===== config.mk =====
export PLATFORM = sky130hd
export DESIGN_NAME = srsw_ram
export DESIGN_NICKNAME = d
export VERILOG_FILES = /design/src/rtl/srsw_ram.sv
export SDC_FILE = /design/constraint.sdc
export NUM_CORES = 1
export LEC_CHECK = 0
export BUFFER_PORTS_ARGS = -buffer_cell sky130_fd_sc_hd__clkbuf_2
export CAP_MARGIN = 40
export CORE_MARGIN = 2
export CORE_UTILIZATION = 45
export CTS_CLUSTER_DIAMETER = 60
export DETAILED_ROUTE_END_ITERATION = 16
export SYNTH_ARGS = -nofsm -noshare
export SYNTH_HDL_FRONTEND = slang
export SYNTH_SLANG_ARGS = --single-unit

===== constraint.sdc =====
create_clock -name clk -period 2.5 [get_ports clk]
set_input_delay 0.5 -clock clk [delete_from_list [all_inputs] [get_ports clk]]
set_output_delay 0.5 -clock clk [all_outputs]
set_load 0.05 [all_outputs]

===== src/rtl/srsw_ram.sv =====
// Generic simple dual-port RAM, registered read.
module srsw_ram #(
  parameter int WIDTH = 8,
  parameter int DEPTH = 16
) (
  input  logic                                  clk,
  input  logic                                  we,
  input  logic [(DEPTH > 1 ? $clog2(DEPTH) : 1)-1:0] waddr,
  input  logic [WIDTH-1:0]                      wdata,
  input  logic [(DEPTH > 1 ? $clog2(DEPTH) : 1)-1:0] raddr,
  output logic [WIDTH-1:0]                      rdata
);

  logic [WIDTH-1:0] mem [DEPTH];

  always_ff @(posedge clk) begin
    if (we) begin
      mem[waddr] <= wdata;
    end
    rdata <= mem[raddr];
  end

endmodule


==> flow_metrics.py, run 1 <==
metrics = {
    "global_routing": {
        "use_met3": 0.0388,
        "grtUsageMet1": 0.223,
        "use_met2": 0.263,
        "first_global_vias": 2535,
        "grt_pass1_wl_mm": 14.6,
        "globalRoute.totalOverflow": 0,
        "antenna_found_initial": 0,
        "busiest_layer": "met2",
        "grt_max_degree": 33,
        "grt_usage": 0.166,
    },
    "die": {
        "die_area_sq_mm": 0.0123,
        "core-area_sq_mm": 0.0113,
        "chipWidth_microns": 111,
        "start_util": 0.457,
        "placementRows": 39,
        "io_pins": 26,
        "die_h_microns": 111,
    },
    "setup_path": {
        "required_ns": 2.79,
        "worstReg2RegEnd": "rdata[2]",
        "path_delay_family": "multiplexers",
        "crit_path_top_delay_cell": "mux4_1",
        "critPathBufInv": 2,
        "start_kind": "input port",
        "reg2regPathDepth": 3,
        "crit_arrival_ns": 1.88,
        "crit_chain": "clkbuf_2 -> buf_12 -> mux4_1 -> a22oi_1 -> nand2_1",
        "rr_startpoint": "mem[0][2]",
        "ff2ff_setup_slack_ns": 1.14,
        "end_kind": "flop",
        "worst_path_largest_cell_delay_ns": 0.59,
        "critPathKind": "in -> reg",
        "worst-path-max-fanout": 32,
    },
    "power_and_ir_drop": {
        "max-vdd-ir-drop_v": 0.000346,
        "switchingPower_mw": 1.04,
        "swShare": 0.206,
        "pwr-share-comb": 0.056,
        "leakagePower_nw": 2.07,
        "power.internal_mw": 4.01,
        "power_density_mw_per_mm2": 833,
        "p_seq_frac": 0.508,
        "clkPwrFrac": 0.436,
    },
    "clock_tree": {
        "ctsHoldBuffers": 0,
        "cts_buffers": 17,
        "postCtsSetupBuffers": 0,
        "cts_buffer_depth": 2,
        "clk_latency_ns": 0.41,
        "cts_root_buffer": "clkbuf_16",
        "path_clk_slew_ns": 0.06,
        "cts_tree": "done",
        "cts_resized": 0,
        "htreeDepth": 4,
        "clkSinkCount": 136,
    },
    "logic_synthesis": {
        "syn_nets": 247,
        "synth-seq-area-share": 0.778,
        "netlist.area_leader.share": 0.747,
        "ys_types": 19,
        "synth_ff_type": "edfxtp_1",
        "synth_top_cell_by_area": "edfxtp_1",
        "ys_warn_count": 0,
        "synth_edf_count": 128,
        "async_reset_ff_frac": 0,
        "synthTopCellsByArea": "edfxtp_1 75%, mux4_2 7.9%, mux4_1 7.1%",
        "netlist_top_cells_count": "128 x edfxtp_1, 18 x mux4_2, 16 x a22oi_1, 14 x mux4_1, 13 x nor2_1",
        "synth_area_sq_mm": 0.00515,
        "syn_inst": 229,
        "yosysMostFrequentCell": "edfxtp_1",
        "avgSynthCellArea_sq_um": 22.5,
        "ys_ff_latch": 136,
    },
    "finish": {
        "layout-drive-gt1-share": 0.312,
        "fillCellCount": 868,
        "multiInputGateArea_sq_mm": 0.00106,
        "fin_nets": 300,
        "fin_util": 0.539,
        "seq_area_sq_mm": 0.00400,
        "area_delta_synth_final_pct": 18.0,
        "antenna_cells": 0,
    },
    "run_status": {
        "outcome": "finished clean",
    },
    "routing": {
        "routed_wirelength_mm": 9.43,
        "dr.pass1.iters": 5,
        "vias_per_cell": 5.48,
        "vias": 2401,
        "drtAntennaViolNets": 0,
        "drt_iter0_markers": 113,
        "drc": 0,
        "routedWlPerCell_microns": 21.5,
    },
    "min_path": {
        "hold_path.class": "in -> reg",
        "min_path_cells": 1,
        "holdPathEnd": "mem[6][5]",
        "hold_path_startpoint": "wdata[5]",
    },
    "timing": {
        "layout_min_cycle_time_ns": 1.58,
        "post-route-period-util": 0.634,
        "tightest_slew_ns": 0.635,
        "slew_headroom": 0.575,
        "fmax_mhz": 631,
        "finalSetupViolations": 0,
        "grt_setup_unrepaired": "false",
        "hold_violations": 0,
        "skew_ns": 0.00667,
        "fin_tns_setup_ns": 0,
        "finalMaxSlewViolations": 0,
    },
    "placed_design": {
        "place_congestion": 0.690,
        "dp_hpwl_mm": 6.05,
        "numPortBuffers": 25,
    },
    "run": {
        "max-cap-violations": 0,
    },
}
[sequential cells by signal (all words and copies together), names as in the netlist]
register,flops
rdata,8
mem,128
[cells in the final DEF (no fill, tap or decap), types with 5 or more instances in the layout]
cell,n
a22oi_1,16
dfxtp_1,8
nand2_1,9
buf_4,17
mux4_1,14
edfxtp_1,128
clkinv_2,5
mux4_2,18
clkbuf_16,17
clkbuf_2,25
nor2_1,13
[area by class of cell]
type                    count  share of cell area
well taps                 143              0.0295
clock inverters             8             0.00783
repair buffers             44              0.0482
clock buffers              24              0.0810
multi-input cells          83               0.174
flip-flops and latches    136               0.659
[power groups by stage]
| stage | clock network, mW | logic [mW] | registers [mW] |
|---|---|---|---|
| after floorplan | 0 | 0.129 | 2.66 |
| after global placement | 0 | 0.282 | 2.61 |
| after detailed placement | 0 | 0.286 | 2.61 |
| after CTS | 2.24 | 0.287 | 2.57 |
| after global routing | 2.35 | 0.305 | 2.57 |
| final | 2.21 | 0.283 | 2.57 |
[per-stage QoR]
stage,hold slack [ns],cell area (sq um),worst slack (ns),power [mW],std cells
5_1_grt,0.528,6070,0.840,5.22,438
2_1_floorplan,0.599,5150,0.507,2.79,229
3_3_place_gp,0.651,5530,0.537,2.89,406
6_report,0.517,6070,0.916,5.06,438
4_1_cts,0.521,6070,0.921,5.09,438
3_5_place_dp,0.658,5530,0.510,2.90,406
[per-layer routing]
metal,vias up,part of all wire
met5,-,0
met3,12,0.045
met4,0,0.015
met2,71,0.49
met1,1243,0.45
li1,1075,-
[worst max-delay path by stage]
stage,start,end,slack [ns],cells after the start
finish,raddr[0],rdata[2],0.92,5
detailed placement,raddr[0],rdata[2],0.51,5
CTS,rdata[6],rdata[6],0.92,1
floorplan,waddr[2],mem[0][0],0.51,2
global route,raddr[0],rdata[2],0.84,5
global placement,raddr[0],rdata[2],0.54,5
[logic make-up (layout without fill, tap and decap cells)]
kind of cell,count (synthesis),in the layout,share of synthesized area
AOI/OAI and AO/OA,16,16,0.0233
buffers and inverters,10,76,0.0168
DFF,136,136,0.778
muxes,32,32,0.150
and+or+nand+nor,35,35,0.0318
[worst reg2reg max path, cell delays in order (launching register included)]
cell and delay [ns]:
edfxtp_1 0.35, mux4_1 0.49, a22oi_1 0.32, nand2_1 0.09
Power figures use the tool's default switching activity.
==> run 2, diff against run 1 <==
- clock period: 2.5 -> 1.5 ns (I/O delays scaled with it)
==> run 2 against run 1 <==
Cell count rose by 1.4%. Largest cell class unchanged. Critical path type is now reg -> reg. Cell area rose by 0.91%. Critical path depth fell by 2. Clock power rose by 66%. Routed wire length fell by 1.5%.
==> flow_metrics.py, run 2 (synthesis gave the netlist of run 1 again) <==
metrics = {
    "run_status": {
        "outcome": "finished clean",
    },
    "timing": {
        "hold_violations": 0,
        "whs_ns": 0.309,
        "tightest_slew_ns": 0.720,
        "layout_min_cycle_time_ns": 1.37,
        "skew_ns": 0.00566,
        "slew_headroom": 0.518,
        "finalSetupViolations": 0,
        "finalMaxSlewViolations": 0,
        "post-route-period-util": 0.913,
        "fmax_mhz": 730,
        "grt_setup_unrepaired": "false",
    },
    "finish": {
        "antenna_cells": 0,
        "top_regs": "mem x128, rdata x8",
        "final_common_cell": "edfxtp_1",
        "fin_nets": 307,
        "fin_util": 0.544,
        "layout-drive-gt1-share": 0.322,
        "fillCellCount": 854,
        "top_register": "mem",
        "area_delta_synth_final_pct": 19.0,
        "largest_register_ffs": 128,
        "layout_common_cells": "128 x edfxtp_1, 25 x clkbuf_2, 23 x buf_4, 18 x mux4_2, 17 x clkbuf_16",
        "fin_area_sq_mm": 0.00613,
    },
    "die": {
        "start_util": 0.457,
        "placementRows": 39,
        "io_pins": 26,
        "die_area_sq_mm": 0.0123,
        "core-area_sq_mm": 0.0113,
        "die_h_microns": 111,
        "chipWidth_microns": 111,
    },
    "routing": {
        "routedWlPerCell_microns": 20.9,
        "drt_iter0_markers": 192,
        "drc": 0,
        "drtAntennaViolNets": 0,
        "vias": 2367,
        "routed_wirelength_mm": 9.28,
        "dr.pass1.iters": 4,
        "vias_per_cell": 5.33,
    },
    "power_and_ir_drop": {
        "leakagePower_nw": 2.11,
        "power_density_mw_per_mm2": 1370,
        "max-vdd-ir-drop_v": 0.000715,
    },
    "clock_tree": {
        "cts_resized": 0,
        "cts_buffer_depth": 2,
        "postCtsSetupBuffers": 0,
        "cts_root_buffer": "clkbuf_16",
        "clkSinkCount": 136,
        "cts_tree": "done",
        "clk_latency_ns": 0.41,
        "cts_buffers": 17,
        "path_clk_slew_ns": 0.05,
        "ctsHoldBuffers": 0,
        "htreeDepth": 4,
    },
    "setup_path": {
        "end_kind": "flop",
        "required_ns": 1.79,
        "crit_arrival_ns": 1.66,
        "worst-path-max-fanout": 1,
        "start_kind": "flop",
        "critPathKind": "reg -> reg",
    },
    "global_routing": {
        "grt_pass1_wl_mm": 14.3,
        "globalRoute.totalOverflow": 0,
        "grt_usage": 0.164,
        "grt_max_degree": 17,
        "antenna_found_initial": 0,
        "first_global_vias": 2470,
    },
    "placed_design": {
        "placed_area_sq_mm": 0.00560,
        "dp_hpwl_mm": 6.08,
        "numPortBuffers": 25,
        "place_congestion": 0.735,
    },
    "min_path": {
        "hold_path.class": "in -> reg",
    },
    "run": {
        "max-cap-violations": 0,
    },
}
==> run 2: cell type report <==
type,count,area (sq um),area share
Sequential cell,136,4000,0.653
Multi-Input combinational cell,83,1060,0.173
Clock buffer,26,499,0.0815
Timing Repair Buffer,51,358,0.0584
Tap cell,143,179,0.0292
Clock inverter,5,25.0,0.00408
==> run 2: worst paths after layout <==
path | startpoint | endpoint | slack (ns) | depth (start not counted)
worst max-delay path | mem[1][0] | rdata[0] | 0.13 | 3
worst min-delay path | wdata[5] | mem[6][5] | 0.31 | 1
worst max register to register | mem[1][0] | rdata[0] | 0.13 | 3
worst min register to register | mem[8][1] | rdata[1] | 0.68 | 3
==> run 2: per-layer routing <==
| metal | up-vias | global-route usage | wire (microns) |
|---|---|---|---|
| met3 | 17 | 0.0481 | 287 |
| met4 | 0 | 0.0692 | 168 |
| met1 | 1212 | 0.212 | 4170 |
| met2 | 45 | 0.261 | 4650 |
| li1 | 1093 | - | - |
| met5 | - | 0 | 0 |
==> run 2: where the power goes <==
part           internal (mW)  switching (mW)
Clock                   2.26            1.40
Combinational          0.185           0.300
Sequential              4.25          0.0264
==> run 2: worst max-delay path: stages, from the launching register on <==
cell and delay (ns):
edfxtp_1 0.35, mux4_1 0.51, a22oi_1 0.31, nand2_1 0.08
==> run 2: metrics by stage <==
step | power (mW) | setup WS, ns | setup TNS [ns] | instances
global route | 8.71 | 0.0733 | 0 | 444
CTS | 8.49 | 0.103 | 0 | 444
floorplan | 4.65 | -0.0661 | -1.98 | 229
finish | 8.42 | 0.131 | 0 | 444
global placement | 4.84 | -0.261 | -2.28 | 413
detailed placement | 4.85 | -0.263 | -2.39 | 413
==> run 3, diff against run 2 <==
- REMOVE_ABC_BUFFERS: default -> 1
==> run 3 against run 2 <==
Clock skew rose by 0.0029 ns. Register-to-register slack barely moved. Non-clock buffer count shrank 1. Routed wire length rose by 7.0%. First-iteration DRC count decreased by 3.6%. Worst setup slack worse by 0.013 ns. Via count is 2.6% higher. Maximum frequency down 0.97%. Global-route usage grew 1.2 points. Sequential share of layout area decreased by 1.6 points. Die area is the same. Critical path type unchanged. Largest cell class unchanged. Highest routed layer unchanged.
==> flow_metrics.py, run 3 (synthesis gave the netlist of run 1 again) <==
metrics = {
    "die": {
        "die_h_microns": 111,
        "chipWidth_microns": 111,
        "io_pins": 26,
        "placementRows": 39,
        "die_area_sq_mm": 0.0123,
        "start_util": 0.457,
        "core-area_sq_mm": 0.0113,
    },
    "clock_tree": {
        "cts_root_buffer": "clkbuf_16",
        "cts_buffer_depth": 2,
        "htreeDepth": 4,
        "postCtsSetupBuffers": 0,
        "cts_buffers": 17,
        "path_clk_slew_ns": 0.06,
        "clk_latency_ns": 0.42,
        "cts_resized": 0,
        "clkSinkCount": 136,
        "cts_tree": "done",
        "ctsHoldBuffers": 0,
    },
    "setup_path": {
        "critPathKind": "reg -> reg",
        "path_delay_family": "multiplexers",
        "end_kind": "flop",
        "required_ns": 1.79,
        "start_kind": "flop",
        "crit_arrival_ns": 1.68,
        "worstReg2RegEnd": "rdata[0]",
        "ff2ff_setup_slack_ns": 0.12,
        "worst-path-max-fanout": 1,
        "rr_startpoint": "mem[1][0]",
        "crit_path_top_delay_cell": "mux4_1",
        "critPathBufInv": 0,
        "worst_path_largest_cell_delay_ns": 0.51,
        "crit_chain": "mux4_1 -> a22oi_1 -> nand2_1",
        "reg2regPathDepth": 3,
    },
    "routing": {
        "drt_iter0_markers": 185,
        "dr.pass1.iters": 4,
        "drtAntennaViolNets": 0,
        "routedWlPerCell_microns": 22.4,
        "vias_per_cell": 5.47,
        "vias": 2429,
        "routed_wirelength_mm": 9.93,
        "drc": 0,
    },
    "finish": {
        "multiInputGateArea_sq_mm": 0.00106,
        "area_delta_synth_final_pct": 21.9,
        "layout.cells.non_filler": 444,
        "largest_register_ffs": 128,
        "fin_nets": 306,
        "top_regs": "mem x128, rdata x8",
        "top_register": "mem",
        "fin_util": 0.557,
        "seq_area_sq_mm": 0.00400,
        "final_common_cell": "edfxtp_1",
        "layout_common_cells": "128 x edfxtp_1, 25 x clkbuf_2, 20 x buf_4, 18 x mux4_2, 17 x clkbuf_16",
        "layout-drive-gt1-share": 0.326,
        "fillCellCount": 838,
        "antenna_cells": 0,
    },
    "timing": {
        "whs_ns": 0.308,
        "slew_headroom": 0.446,
        "finalSetupViolations": 0,
        "layout_min_cycle_time_ns": 1.38,
        "tightest_slew_ns": 0.829,
        "fmax_mhz": 723,
        "fin_ws_ns": 0.117,
        "post-route-period-util": 0.922,
        "skew_ns": 0.00857,
        "finalMaxSlewViolations": 0,
        "hold_violations": 0,
        "grt_setup_unrepaired": "false",
    },
    "run": {
        "max-cap-violations": 0,
    },
    "global_routing": {
        "antenna_found_initial": 0,
        "use_met2": 0.275,
        "use_met3": 0.0530,
        "grt_usage": 0.176,
        "busiest_layer": "met2",
        "globalRoute.totalOverflow": 0,
        "grt_pass1_wl_mm": 15.0,
        "grtUsageMet1": 0.233,
        "first_global_vias": 2553,
        "grt_max_degree": 19,
    },
    "placed_design": {
        "numPortBuffers": 25,
        "dp_hpwl_mm": 6.18,
        "dp_slack_ns": -0.268,
        "place_congestion": 0.740,
        "dp.cells": 412,
    },
    "power_and_ir_drop": {
        "max-vdd-ir-drop_v": 0.000835,
        "power_density_mw_per_mm2": 1490,
        "leakagePower_nw": 2.17,
    },
    "min_path": {
        "holdPathEnd": "mem[12][2]",
        "hold_path.class": "in -> reg",
        "min_path_cells": 1,
        "hold_path_startpoint": "wdata[2]",
    },
    "run_status": {
        "outcome": "finished clean",
    },
}
run 3: cell count changes in the layout (fill, tap and decap cells not counted), sizes merged:
cell,before,now
bufinv,0,6
buf,26,25
clkbuf,51,45
clkinvlp,0,1
run 3: power by group:
part / internal (mW) / total [mW] / leakage [nW] / switching (mW)
combinational: 0.190 / 0.495 / 0.627 / 0.305
sequential: 4.25 / 4.28 / 1.22 / 0.0272
clock: 3.11 / 4.59 / 0.318 / 1.48
run 3: through the flow:
| step | power, mW | TNS (ns) | area, sq um |
|---|---|---|---|
| global route | 9.62 | 0 | 6280 |
| finish | 9.36 | 0 | 6280 |
| CTS | 9.45 | 0 | 6280 |
| detailed placement | 4.86 | -3.21 | 5620 |
| global placement | 4.85 | -2.72 | 5620 |
| floorplan | 4.61 | -3.60 | 5060 |
run 3: worst reg2reg max path, delay by kind of cell, from the launching register on:
kind / cells / cell delay [ns]
muxes: 1 / 0.51
DFF: 1 / 0.35
AOI/OAI and AO/OA: 1 / 0.31
and+or+nand+nor: 1 / 0.08
run 3: worst max path at each step:
stage               startpoint   endpoint  cells past startpoint
global route         mem[2][0]   rdata[0]                      3
finish               mem[1][0]   rdata[0]                      3
global placement      raddr[0]   rdata[2]                      6
floorplan             waddr[2]  mem[0][0]                      2
detailed placement    raddr[0]   rdata[6]                      5
CTS                 mem[10][6]   rdata[6]                      3
run 3: metal layers:
metal	vias to the layer above	part of all wire
li1	1088	-
met1	1251	0.43
met2	77	0.50
met3	13	0.061
met4	0	0.013
met5	-	0
run 3: cell type report:
type                            instances  area share
Clock buffer                           20      0.0696
Sequential cell                       136       0.638
Clock inverter                         12      0.0357
Timing Repair Buffer                   50      0.0598
Tap cell                              143      0.0285
Multi-Input combinational cell         83       0.168
